**config.mk**
```make
export PLATFORM = sky130hd
export DESIGN_NAME = lru_cache_8way_unit
export DESIGN_NICKNAME = d
export VERILOG_FILES = /design/src/design/lruc_pkg.sv /design/src/design/lruc_ctrl.sv /design/src/design/lruc_datapath.sv /design/src/design/lru_cache_8way_unit.sv
export SDC_FILE = /design/constraint.sdc
export NUM_CORES = 1
export LEC_CHECK = 0
export BUFFER_PORTS_ARGS = -buffer_cell sky130_fd_sc_hd__buf_4
export CAP_MARGIN = 20
export CORE_AREA = 2 2 260 262
export CTS_CLUSTER_DIAMETER = 40
export DETAILED_ROUTE_END_ITERATION = 16
export DIE_AREA = 0 0 262 264
export SETUP_SLACK_MARGIN = 0.3
export SLEW_MARGIN = 20
export SYNTH_ARGS = -nofsm -noshare
export SYNTH_HDL_FRONTEND = slang
export SYNTH_SLANG_ARGS = --single-unit
```
**constraint.sdc**
```tcl
create_clock -name clk -period 23.5 [get_ports clk]
set_input_delay 1.175 -clock clk [delete_from_list [all_inputs] [get_ports clk]]
set_output_delay 1.175 -clock clk [all_outputs]
set_load 0.005 [all_outputs]
```
**src/design/lruc_pkg.sv**
```systemverilog
package lruc_pkg;

    localparam int SLOT_W = 4;
    localparam int OP_W   = 2;

    typedef logic [OP_W-1:0]   op_t;
    typedef logic [SLOT_W-1:0] slot_t;

    localparam op_t OP_LOOKUP = 2'd0;
    localparam op_t OP_INSERT = 2'd1;
    localparam op_t OP_CLEAR  = 2'd2;

    typedef struct packed {
        logic capture;
        logic execute;
    } lruc_cmd_t;

endpackage

```
**src/design/lruc_ctrl.sv**
```systemverilog
module lruc_ctrl
(
    input  logic                clk,
    input  logic                rst_n,
    input  logic                in_valid,
    output logic                in_ready,
    output logic                out_valid,
    input  logic                out_ready,
    output lruc_pkg::lruc_cmd_t cmd
);

    typedef enum logic
    {
        ST_IDLE,
        ST_EXEC
    } state_t;

    state_t state_reg;
    state_t state_next;
    logic   out_valid_reg;
    logic   out_valid_next;
    logic   execute;

    assign in_ready    = (state_reg == ST_IDLE);
    assign execute     = (state_reg == ST_EXEC) && (!out_valid_reg || out_ready);
    assign cmd.capture = in_ready && in_valid;
    assign cmd.execute = execute;
    assign out_valid   = out_valid_reg;

    always_comb
    begin
        state_next     = state_reg;
        out_valid_next = out_valid_reg;
        if (out_valid_reg && out_ready)
        begin
            out_valid_next = 1'b0;
        end
        unique case (state_reg)
            ST_IDLE:
            begin
                if (in_valid)
                begin
                    state_next = ST_EXEC;
                end
            end
            ST_EXEC:
            begin
                if (execute)
                begin
                    state_next     = ST_IDLE;
                    out_valid_next = 1'b1;
                end
            end
            default:
            begin
                state_next = ST_IDLE;
            end
        endcase
    end

    always_ff @(posedge clk or negedge rst_n)
    begin
        if (!rst_n)
        begin
            state_reg     <= ST_IDLE;
            out_valid_reg <= 1'b0;
        end
        else
        begin
            state_reg     <= state_next;
            out_valid_reg <= out_valid_next;
        end
    end

endmodule

```
**src/design/lruc_datapath.sv**
```systemverilog
module lruc_datapath
#(
    parameter int ENTRIES    = 8,
    parameter int KEY_BITS   = 32,
    parameter int VALUE_BITS = 32
)
(
    input  logic                  clk,
    input  logic                  rst_n,
    input  lruc_pkg::lruc_cmd_t   cmd,
    input  lruc_pkg::op_t         operation,
    input  logic [KEY_BITS-1:0]   lookup_key,
    input  logic [VALUE_BITS-1:0] store_value,
    output logic                  hit,
    output logic [VALUE_BITS-1:0] found_value
);

    localparam int PW = $clog2(ENTRIES);

    lruc_pkg::op_t         op_reg;
    logic [KEY_BITS-1:0]   key_reg;
    logic [VALUE_BITS-1:0] value_reg;
    logic                  hit_reg;
    logic [VALUE_BITS-1:0] found_reg;

    lruc_pkg::slot_t       list_reg  [ENTRIES];
    lruc_pkg::slot_t       list_next [ENTRIES];
    logic [KEY_BITS-1:0]   keys_reg  [ENTRIES];
    logic [VALUE_BITS-1:0] values_reg[ENTRIES];

    logic [ENTRIES-1:0]    slot_match;
    logic [ENTRIES-1:0]    pos_hit;
    logic                  any_hit;
    logic [PW-1:0]         hit_pos;
    lruc_pkg::slot_t       hit_slot;
    lruc_pkg::slot_t       hit_slot_m1;
    lruc_pkg::slot_t       used;
    lruc_pkg::slot_t       ins_slot;
    lruc_pkg::slot_t       ins_slot_m1;
    lruc_pkg::slot_t       cur_m1;

    // parallel key compare and recency search
    always_comb
    begin
        for (int s = 0; s < ENTRIES; s++)
        begin
            slot_match[s] = (keys_reg[s] == key_reg);
        end
        for (int i = 0; i < ENTRIES; i++)
        begin
            cur_m1     = list_reg[i] - lruc_pkg::slot_t'(1);
            pos_hit[i] = (list_reg[i] != '0) && slot_match[cur_m1[PW-1:0]];
        end
        any_hit = 1'b0;
        hit_pos = '0;
        for (int i = ENTRIES - 1; i >= 0; i--)
        begin
            if (pos_hit[i])
            begin
                any_hit = 1'b1;
                hit_pos = PW'(i);
            end
        end
        used = '0;
        for (int i = 0; i < ENTRIES; i++)
        begin
            if (list_reg[i] != '0)
            begin
                used = used + lruc_pkg::slot_t'(1);
            end
        end
    end

    assign hit_slot    = list_reg[hit_pos];
    assign hit_slot_m1 = hit_slot - lruc_pkg::slot_t'(1);
    assign ins_slot    = (list_reg[ENTRIES-1] != '0) ? list_reg[ENTRIES-1]
                                                     : used + lruc_pkg::slot_t'(1);
    assign ins_slot_m1 = ins_slot - lruc_pkg::slot_t'(1);

    // next recency order
    always_comb
    begin
        for (int j = 0; j < ENTRIES; j++)
        begin
            list_next[j] = list_reg[j];
        end
        unique case (op_reg)
            lruc_pkg::OP_LOOKUP:
            begin
                if (any_hit)
                begin
                    list_next[0] = hit_slot;
                    for (int j = 1; j < ENTRIES; j++)
                    begin
                        if (PW'(j) <= hit_pos)
                        begin
                            list_next[j] = list_reg[j-1];
                        end
                    end
                end
            end
            lruc_pkg::OP_INSERT:
            begin
                list_next[0] = ins_slot;
                for (int j = 1; j < ENTRIES; j++)
                begin
                    list_next[j] = list_reg[j-1];
                end
            end
            lruc_pkg::OP_CLEAR:
            begin
                for (int j = 0; j < ENTRIES; j++)
                begin
                    list_next[j] = '0;
                end
            end
            default:
            begin
            end
        endcase
    end

    always_ff @(posedge clk or negedge rst_n)
    begin
        if (!rst_n)
        begin
            for (int j = 0; j < ENTRIES; j++)
            begin
                list_reg[j] <= '0;
            end
        end
        else if (cmd.execute)
        begin
            for (int j = 0; j < ENTRIES; j++)
            begin
                list_reg[j] <= list_next[j];
            end
        end
    end

    always_ff @(posedge clk)
    begin
        if (cmd.capture)
        begin
            op_reg    <= operation;
            key_reg   <= lookup_key;
            value_reg <= store_value;
        end
        if (cmd.execute)
        begin
            if (op_reg == lruc_pkg::OP_INSERT)
            begin
                keys_reg[ins_slot_m1[PW-1:0]]   <= key_reg;
                values_reg[ins_slot_m1[PW-1:0]] <= value_reg;
            end
            hit_reg   <= (op_reg == lruc_pkg::OP_LOOKUP) && any_hit;
            found_reg <= ((op_reg == lruc_pkg::OP_LOOKUP) && any_hit)
                         ? values_reg[hit_slot_m1[PW-1:0]] : '0;
        end
    end

    assign hit         = hit_reg;
    assign found_value = found_reg;

endmodule

```
**src/design/lru_cache_8way_unit.sv**
```systemverilog
// Fully associative key/value cache with true least-recently-used order.
// Each transaction on the slave side carries an operation in tuser (lookup,
// insert or clear) and a key and value in tdata; every transaction yields
// exactly one result transaction on the master side, with hit in tuser and
// the found value (zero unless a lookup hit) in tdata. Each transaction
// first registers the input; then all stored keys are compared in parallel
// and the recency list, key and value slots and result register are
// updated. A new input is taken while an earlier result still waits;
// execution holds only when the result register is still full.
// Insert does not check for duplicate keys: a lookup returns the most
// recently used match. Clear empties the recency list at once.
module lru_cache_8way_unit
#(
    parameter int ENTRIES    = 8,
    parameter int KEY_BITS   = 32,
    parameter int VALUE_BITS = 32
)
(
    input  logic                                         clk,
    input  logic                                         rst_n,
    input  logic                                         s_axis_tvalid,
    output logic                                         s_axis_tready,
    // lookup_key, store_value
    input  logic [((KEY_BITS+VALUE_BITS+7)/8)*8-1:0]     s_axis_tdata,
    // operation
    input  logic [lruc_pkg::OP_W-1:0]                    s_axis_tuser,
    output logic                                         m_axis_tvalid,
    input  logic                                         m_axis_tready,
    // found_value
    output logic [((VALUE_BITS+7)/8)*8-1:0]              m_axis_tdata,
    // hit
    output logic                                         m_axis_tuser
);

    localparam int OUT_W = ((VALUE_BITS + 7) / 8) * 8;

    lruc_pkg::lruc_cmd_t   cmd;
    logic [VALUE_BITS-1:0] found_value;

    lruc_ctrl u_ctrl
    (
        .clk       (clk),
        .rst_n     (rst_n),
        .in_valid  (s_axis_tvalid),
        .in_ready  (s_axis_tready),
        .out_valid (m_axis_tvalid),
        .out_ready (m_axis_tready),
        .cmd       (cmd)
    );

    lruc_datapath
    #(
        .ENTRIES    (ENTRIES),
        .KEY_BITS   (KEY_BITS),
        .VALUE_BITS (VALUE_BITS)
    )
    u_datapath
    (
        .clk         (clk),
        .rst_n       (rst_n),
        .cmd         (cmd),
        .operation   (s_axis_tuser),
        .lookup_key  (s_axis_tdata[KEY_BITS-1:0]),
        .store_value (s_axis_tdata[KEY_BITS+VALUE_BITS-1:KEY_BITS]),
        .hit         (m_axis_tuser),
        .found_value (found_value)
    );

    assign m_axis_tdata = OUT_W'(found_value);

endmodule

```
======== After elaboration in Yosys (flattened, before gate mapping) ========
Memories as Yosys holds them, arrays and structs flattened. A register that Yosys moved wholly into a read port is not among the register bits.
Index checks and enable logic that the tools add are counted.
cells by class
  add/sub/neg operators ................... 18
  $lt $le $gt $ge ......................... 16
  equality and inequality tests ........... 18
  mux-type cells .......................... 62
  bitwise logic cells ..................... 2
  reduce and logical (&&, ||, !) cells .... 33
operators by type and width
  kind                   count
  $eq A32 B32 Y1         8
  $pmux W32 S3           1
  $mux W4                17
  $lt A3 B4 Y1 const B   8
  $mux W32               1
  $reduce_bool A4 Y1     8
  $sub A3 B1 Y3 const B  10
  $add A4 B1 Y4 const B  7
  $reduce_and A4 Y1      7
  $mux W1                25
  $bmux W1 S3            8
  $mux W3                8
  $ne A2 B1 Y1 const B   8
  $bmux W4 S3            1
  $le A3 B3 Y1 const A   4
  $logic_and A1 B1 Y1    12
  $le A2 B3 Y1 const A   2
  $ge A4 B4 Y1 const B   1
  $not A3 Y4             1
  $le A1 B3 Y1 const A   1
  $reduce_and A3 Y1      1
  $reduce_bool A3 Y1     1
  $add A1 B1 Y2 const B  1
  $eq A2 B1 Y1 const B   1
  other kinds (6)        7
word-level totals
  register bits ........................... 101
  RAM bits ................................ 512
  input port bits ......................... 70
  output and inout bits ................... 35
  word-level logic and storage cells ...... 165
  memories kept ........................... 2
memory list
  memory                 depth  bits a word  rd ports  clocked after memory_dff  wr ports  line                 text
  u_datapath.keys_reg    8      32           8         0                         1         lruc_datapath.sv:28  logic [KEY_BITS-1:0] keys_reg [ENTRIES];
  u_datapath.values_reg  8      32           1         1                         1         lruc_datapath.sv:29  logic [VALUE_BITS-1:0] values_reg[ENTRIES];

======== Depth between registers and ports, before layout ========
Gate-level depths: netlist (run 1).
  word-level depth ........................ 19
  gate-level depth with buffers ........... 28
  gate-level depth less buffers ........... 28

======== By module ========
From an unflattened synthesis (run 1), not the netlist that was laid out.
unflattened totals
  cell total of the unflattened synthesis .. 2121
  area total of the unflattened synthesis .. 29703.5 µm²
modules (own cells, without submodules)
  module         times used  cells each  area an instance (µm²)  sequential area each (µm²)
  lruc_datapath  1           2112        29602.1                 19148.4
  lruc_ctrl      1           9           101.3                   50.0

======== Least setup slack after synthesis (run 1) ========
Ideal clock, no wire load.
  path kind ............................... register to register
  start ................................... register u_datapath.list_reg[28] (netlist bit)
  end ..................................... memory u_datapath.keys_reg[4][0], enable pin
  library setup time ...................... 0.564 ns
  data arrival time ....................... 9.500 ns
  required time ........................... 22.936 ns
  setup slack ............................. 13.436 ns
  cell stages (with the launch flop) ...... 26
  buffers on the path ..................... 0
  clock period less this slack ............ 10.064 ns
  path through ............................ dfrtp_1 -> inv_1 -> ha_1 -> or3b_2 -> ha_1 -> xor2_1 -> ha_1 -> mux2i_1 -> inv_1 -> ha_1 -> nand2_1 -> o21ai_0 -> ha_1 -> mux2i_1 -> inv_1 -> ha_1 -> nor2_1 -> a21oi_1 -> ha_1 -> mux2_2 -> ha_1 -> xnor2_1 -> xnor2_1 -> a31oi_1 -> xor2_1 -> nor3_1
on the way
  longest elaborated chain between the ends .. 19
RTL lines
  element                           line                  text
  start: declaration                lruc_datapath.sv:26   lruc_pkg::slot_t list_reg [ENTRIES];
  start signal: indexed assignment  lruc_datapath.sv:136  list_reg[j] <= list_next[j];
  $reduce_bool A4 Y1 *              lruc_datapath.sv:67   if (list_reg[i] != '0)
  $mux W1 *                         lruc_datapath.sv:67
  $add A1 B1 Y2                     lruc_datapath.sv:69   used = used + lruc_pkg::slot_t'(1);
  $mux W4 *                         lruc_datapath.sv:67
  $add A4 B1 Y4                     lruc_datapath.sv:69
  $mux W4 *                         lruc_datapath.sv:67
  $add A4 B1 Y4                     lruc_datapath.sv:69
  $mux W4 *                         lruc_datapath.sv:67
  [3 not listed]                    n/a
  $mux W4 *                         lruc_datapath.sv:67
  $add A4 B1 Y4                     lruc_datapath.sv:69
  $mux W4 *                         lruc_datapath.sv:67
  $add A4 B1 Y4                     lruc_datapath.sv:69
  $mux W4 *                         lruc_datapath.sv:67
  $add A4 B1 Y4 *                   lruc_datapath.sv:77   : used + lruc_pkg::slot_t'(1);
  $mux W4 *                         lruc_datapath.sv:76   assign ins_slot = (list_reg[ENTRIES-1] != '0) ? list_reg[ENTRIES-1]
  $sub A3 B1 Y3 *                   lruc_datapath.sv:78   assign ins_slot_m1 = ins_slot - lruc_pkg::slot_t'(1);
  end: declaration                  lruc_datapath.sv:28
Mark *: on every way between the ends. The rest lies on a longest branch, timed or not.

======== Worst setup path in the final report (run 1) ========
  start ................................... register u_datapath.list_reg[28] (netlist bit)
  end ..................................... memory u_datapath.values_reg[3][15], enable pin
on the way
  longest elaborated chain between the ends .. 19
RTL lines
  element               line
  $reduce_bool A4 Y1 *  lruc_datapath.sv:67
  $mux W1 *             lruc_datapath.sv:67
  $add A1 B1 Y2         lruc_datapath.sv:69
  $mux W4 *             lruc_datapath.sv:67
  $add A4 B1 Y4         lruc_datapath.sv:69
  $mux W4 *             lruc_datapath.sv:67
  $add A4 B1 Y4         lruc_datapath.sv:69
  $mux W4 *             lruc_datapath.sv:67
  [3 not listed]        n/a
  $mux W4 *             lruc_datapath.sv:67
  $add A4 B1 Y4         lruc_datapath.sv:69
  $mux W4 *             lruc_datapath.sv:67
  $add A4 B1 Y4         lruc_datapath.sv:69
  $mux W4 *             lruc_datapath.sv:67
  $add A4 B1 Y4 *       lruc_datapath.sv:77
  $mux W4 *             lruc_datapath.sv:76
  $sub A3 B1 Y3 *       lruc_datapath.sv:78
  end: declaration      lruc_datapath.sv:29
Marked as above.

==> results of run 1 <==
## cell type report
type	count	area, µm²
fill	5526	32220
sequential	645	19200
multi-input combinational	1246	9493
clock buffer	104	2496
tap	873	1092
timing repair buffer	141	1071
clock inverter	77	832.0
inverter	42	158.9
## metal layers
metal / part of all wire, % / GRT usage (%) / vias to the layer above
li1: - / - / 8061
met1: 45 / 29.40 / 9011
met2: 47 / 32.84 / 524
met3: 5.7 / 3.147 / 122
met4: 2.2 / 7.146 / 0
met5: 0 / 0 / -
## worst max-delay path, cell delays in order, from the launching register on
cell and delay (ns):
dfrtp_1 0.46, inv_1 0.12, ha_1 0.19, or3b_2 0.47, ha_1 0.34, xor2_1 0.28
ha_1 0.29, mux2i_1 0.22, inv_1 0.08, ha_1 0.29, nand2_1 0.05, o21ai_0 0.15
ha_1 0.33, mux2i_1 0.20, inv_1 0.07, ha_1 0.29, nor2_1 0.10, a21oi_1 0.06
ha_1 0.34, mux2_2 0.28, ha_1 0.29, mux2i_1 0.27, ha_1 0.31, nor2_1 0.23
nand2_1 0.19, nor2_4 0.81, buf_4 0.67
## cell usage after synthesis (34+ instances only)
cell type and n:
dfrtp_1 34, inv_1 41, o21ai_0 48, mux2i_1 197, nor2_1 73, a21oi_1 65, edfxtp_1 611, nand2_1 121
a22oi_1 42, nor4_1 68, nor3_1 59, xor2_1 264, buf_2 34
## metrics by stage
stage	instances	util (%)	setup WS [ns]	cell area, µm²
after floorplan	2045	-	13.44	29530
after global placement	2947	46.59	15.90	31010
after detailed placement	2947	46.59	15.70	31010
after CTS	3128	51.59	15.65	34340
after global routing	3128	51.59	15.14	34340
final	3128	51.59	15.75	34340
## path summary, 6_finish.rpt
check,endpoint,slack [ns]
worst max-delay path,u_datapath.values_reg[3][15]$_DFFE_PP_,15.75
worst min-delay path,u_datapath.list_reg[30]$_DFFE_PN0P_,0.48
worst max register to register,u_datapath.values_reg[3][15]$_DFFE_PP_,15.75
worst min register to register,u_ctrl.out_valid$_DFF_PN0_,0.52
max in group asynchronous,u_datapath.list_reg[0]$_DFFE_PN0P_,22.66
min in group clk,u_ctrl.out_valid$_DFF_PN0_,0.52
## kinds of logic after synthesis
| family | after synthesis | synth area share [%] |
|---|---|---|
| flip-flops | 645 | 65.01 |
| XOR/XNOR | 276 | 8.185 |
| AND/OR/NAND/NOR | 426 | 7.139 |
| adder cells (fa/ha/maj) | 22 | 0.9321 |
| buffers and inverters | 154 | 3.169 |
| AO/OA/AOI/OAI | 283 | 6.783 |
| multiplexers | 239 | 8.783 |
==> flow_metrics.tcl, run 1 <==
set metrics [dict create \
    outcome "completed" \
    report.final.hold_viol_count 0 \
    die_w_um 262 \
    place.gp.congestion 0.8886 \
    yosys.area.top_type_share_pct 62.13 \
    drtIter0Drc 1400 \
    grt_setup_unrepaired "no" \
    cts_buffers 97 \
    grtUsageTotal_pct 20.81 \
    clk_path_buf_depth 3 \
    hold-worst-slack_ns 0.4823 \
    synth_flop_cell "edfxtp_1" \
    synth_area_leaders "edfxtp_1 (62%), xor2_1 (7.8%), mux2i_1 (6.7%)" \
    grt_pass1_wl_mm 108.5 \
    final_antenna_net_count 0 \
    ios 105 \
    finalMaxSlewViolations 0 \
    synth_seq_cells 645 \
    cts.sinks 645 \
    setup_violations 0 \
    die_h_um 264 \
    diodes 0 \
    arrival_ns 8.02 \
    r2r_start "u_datapath.list_reg[28]$_DFFE_PN0P_" \
    crit_required_ns 23.77 \
    hold_buffers 0 \
    r2r_cells 26 \
    fin_skew_ns 0.03359 \
    syn2layout_area_growth_pct 16.29 \
    dr.pass1.iters 5 \
    drv_cap 0 \
    hpwl_mm 40.91 \
    fin_nets 2265 \
    async_reset_ff_share_pct 5.271 \
    hold_class "in2async" \
    cp_max_fo 33 \
    relSlewSlack_pct 24.89 \
    worst_pin_slew_ns 1.127 \
    synthCells 2045 \
    cts_root_buf "clkbuf_16" \
    startpoint "u_datapath.list_reg[28]$_DFFE_PN0P_" \
    finalCriticalPeriod_ns 7.749 \
    syn_nets 2137 \
    cp-start-kind "flop" \
    dieArea_mm2 0.06917 \
    antenna_found_initial 0 \
    post-route-period-util_pct 32.97 \
    ys_types 80 \
    rows 95 \
    grt_pass1_vias 18030 \
    synthesis.area_mm2 0.02953 \
    overflow 0 \
    synth_edf_count 611 \
    ys_seq_area_share_pct 65.01 \
    max_freq_mhz 129.1 \
    postCtsSetupRepairBufs 0 \
    h-tree-depth 3 \
    cp-end-kind "flop" \
    viasPerCell 5.664 \
    drc 0 \
    cts_resized 0 \
    layout_common_cells "edfxtp_1 (611), xor2_1 (264), mux2i_1 (197), buf_4 (140), nand2_1 (121)" \
    core_mm2 0.06656 \
    initial_core_util_pct 44.37 \
    wl_per_cell_um 23.01 \
    yosys_warnings 0 \
    path_class "reg2reg" \
    routed_wl_mm 71.96 \
    clk_latency_ns 0.65 \
    clk_pin_slew_ns 0.06 \
    post_route_cells_drive_above_1_share_pct 17.16 \
    cts_tree "built" \
    synth_area_per_cell_um2 14.44 \
    synth_top_area_cell "edfxtp_1" \
    port_buffers 104 \
    grt_max_degree 171 \
    setup_tns_ns 0 \
    layout_commonest_cell "edfxtp_1" \
    num_vias 17720 \
]
Power of run 1 is left out: the tool's default activity adds up to more than one toggle a clock period on the data nets, which glitch-free logic cannot reach.
==> run 2: changes to the inputs <==
- clock period: 23.5 -> 6.67 ns (I/O delays scaled with it)
==> flow_metrics.tcl, run 2 (synthesized netlist as in run 1, its figures left out) <==
set metrics [dict create \
    arrival_ns 6.52 \
    place_inst 3025 \
    cts_buffers 101 \
    finalMaxSlewViolations 0 \
    grt_max_degree 129 \
    hpwl_mm 44.80 \
    r2r_start "u_datapath.list_reg[29]$_DFFE_PN0P_" \
    worst_pin_slew_ns 0.9995 \
    hold_class "in2async" \
    viasPerCell 5.574 \
    cpMostUsedCell "ha_1" \
    cp_slowest_cell "and3_4" \
    grt_pass1_vias 18760 \
    fillCellCount 5311 \
    max_freq_mhz 162.2 \
    cp_max_fo 8 \
    r2r_cells 26 \
    worst-r2r-setup-slack_ns 0.51 \
    cp-end-kind "flop" \
    cp-start-kind "flop" \
    ios 105 \
    drtIter0Drc 1431 \
    ff_latch_area_mm2 0.01920 \
    wl_per_cell_um 22.55 \
    hold-worst-slack_ns 0.1946 \
    overflow 0 \
    relSlewSlack_pct 33.36 \
    timing.final.ws_setup_ns 0.5065 \
    die_h_um 264 \
    diodes 0 \
    routed_wl_mm 74.93 \
    setup_violations 0 \
    outcome "completed" \
    place.gp.congestion 0.9038 \
    final_antenna_net_count 0 \
    post_route_cells_drive_above_1_share_pct 22.24 \
    drv_cap 0 \
    grt_pass1_wl_mm 110.7 \
    report.final.hold_viol_count 0 \
    post-route-period-util_pct 92.41 \
    initial_core_util_pct 44.37 \
    fin_skew_ns 0.02463 \
    instances_no_fill 3323 \
    antenna_found_initial 0 \
    fin_nets 2457 \
    dieArea_mm2 0.06917 \
    crit_required_ns 7.03 \
    syn2layout_area_growth_pct 25.38 \
    grtUsageTotal_pct 21.03 \
    clk_latency_ns 0.66 \
    setup_tns_ns 0 \
    cts.sinks 645 \
    finalCriticalPeriod_ns 6.163 \
    layout_commonest_cell "edfxtp_1" \
    h-tree-depth 3 \
    multi_input_area_mm2 0.009739 \
    layout_common_cells "edfxtp_1 (611), xor2_1 (262), buf_4 (214), mux2i_1 (195), nand2_1 (121)" \
    drc 0 \
    port_buffers 104 \
    cts_tree "built" \
    critPathMaxStageDelay_ns 0.42 \
    grt_setup_unrepaired "no" \
    clk_pin_slew_ns 0.05 \
    core_mm2 0.06656 \
    cts_root_buf "clkbuf_16" \
    dr.pass1.iters 5 \
    num_vias 18520 \
    clk_path_buf_depth 3 \
    rows 95 \
    die_w_um 262 \
    r2r_end "u_datapath.keys_reg[2][22]$_DFFE_PP_" \
    path_class "reg2reg" \
    dp_slack_ns 0.2742 \
]
## run 2: stage by stage
stage	area, µm²	utilization, %
final	37030	55.63
after global routing	37030	55.63
after CTS	36330	54.58
after detailed placement	31990	48.05
after global placement	31980	48.05
after floorplan	29690	-
## run 2: final cells by class
| type | instances | area share (%) |
|---|---|---|
| inverter | 42 | 0.4258 |
| clock buffer | 107 | 6.944 |
| clock inverter | 81 | 2.893 |
| tap | 873 | 2.950 |
| timing repair buffer | 328 | 8.627 |
| sequential | 645 | 51.86 |
| multi-input combinational | 1247 | 26.30 |
## run 2: how the worst max path moves through the flow
stage / start / to / slack [ns] / depth (start not counted)
floorplan: u_datapath.list_reg[28]$_DFFE_PN0P_ / u_datapath.keys_reg[5][0]$_DFFE_PP_ / -0.15 / 25
global placement: u_datapath.list_reg[28]$_DFFE_PN0P_ / u_datapath.keys_reg[2][15]$_DFFE_PP_ / 0.33 / 26
detailed placement: u_datapath.list_reg[28]$_DFFE_PN0P_ / u_datapath.keys_reg[2][29]$_DFFE_PP_ / 0.27 / 26
CTS: u_datapath.list_reg[28]$_DFFE_PN0P_ / u_datapath.values_reg[6][17]$_DFFE_PP_ / 0.28 / 26
global route: u_datapath.key_reg[18]$_DFFE_PP_ / u_datapath.found_value[23]$_SDFFCE_PN0P_ / 0.30 / 21
finish: u_datapath.list_reg[29]$_DFFE_PN0P_ / u_datapath.keys_reg[2][22]$_DFFE_PP_ / 0.51 / 26
## run 2: timing repair
item | CTS | global route
resized for setup | 1 | 33
gates cloned | 0 | 11
hold endpoints to repair | 102 | 0
endpoints found under the setup margin | 55 | 544
setup buffers | 0 | 29
pin swaps | 2 | 11
hold buffers | 69 | 0
## run 2: worst max-delay path: cells and delay by family, from the launching register on
kind	cells	cell delay [ns]
AO/OA/AOI/OAI	3	0.57
buffers and inverters	4	0.42
AND/OR/NAND/NOR	4	1.00
adder cells (fa/ha/maj)	8	2.03
XOR/XNOR	4	0.79
multiplexers	3	0.62
flip-flops	1	0.40
## run 2: layer usage
| layer | part of all wire (%) | GRT usage (%) | vias to the layer above |
|---|---|---|---|
| met5 | 0 | 0 | - |
| met4 | 2.8 | 7.192 | 0 |
| met3 | 5.2 | 3.224 | 130 |
| met2 | 47 | 34.29 | 544 |
| met1 | 45 | 28.75 | 9388 |
| li1 | - | - | 8461 |
Power of run 2 is left out for the same reason.
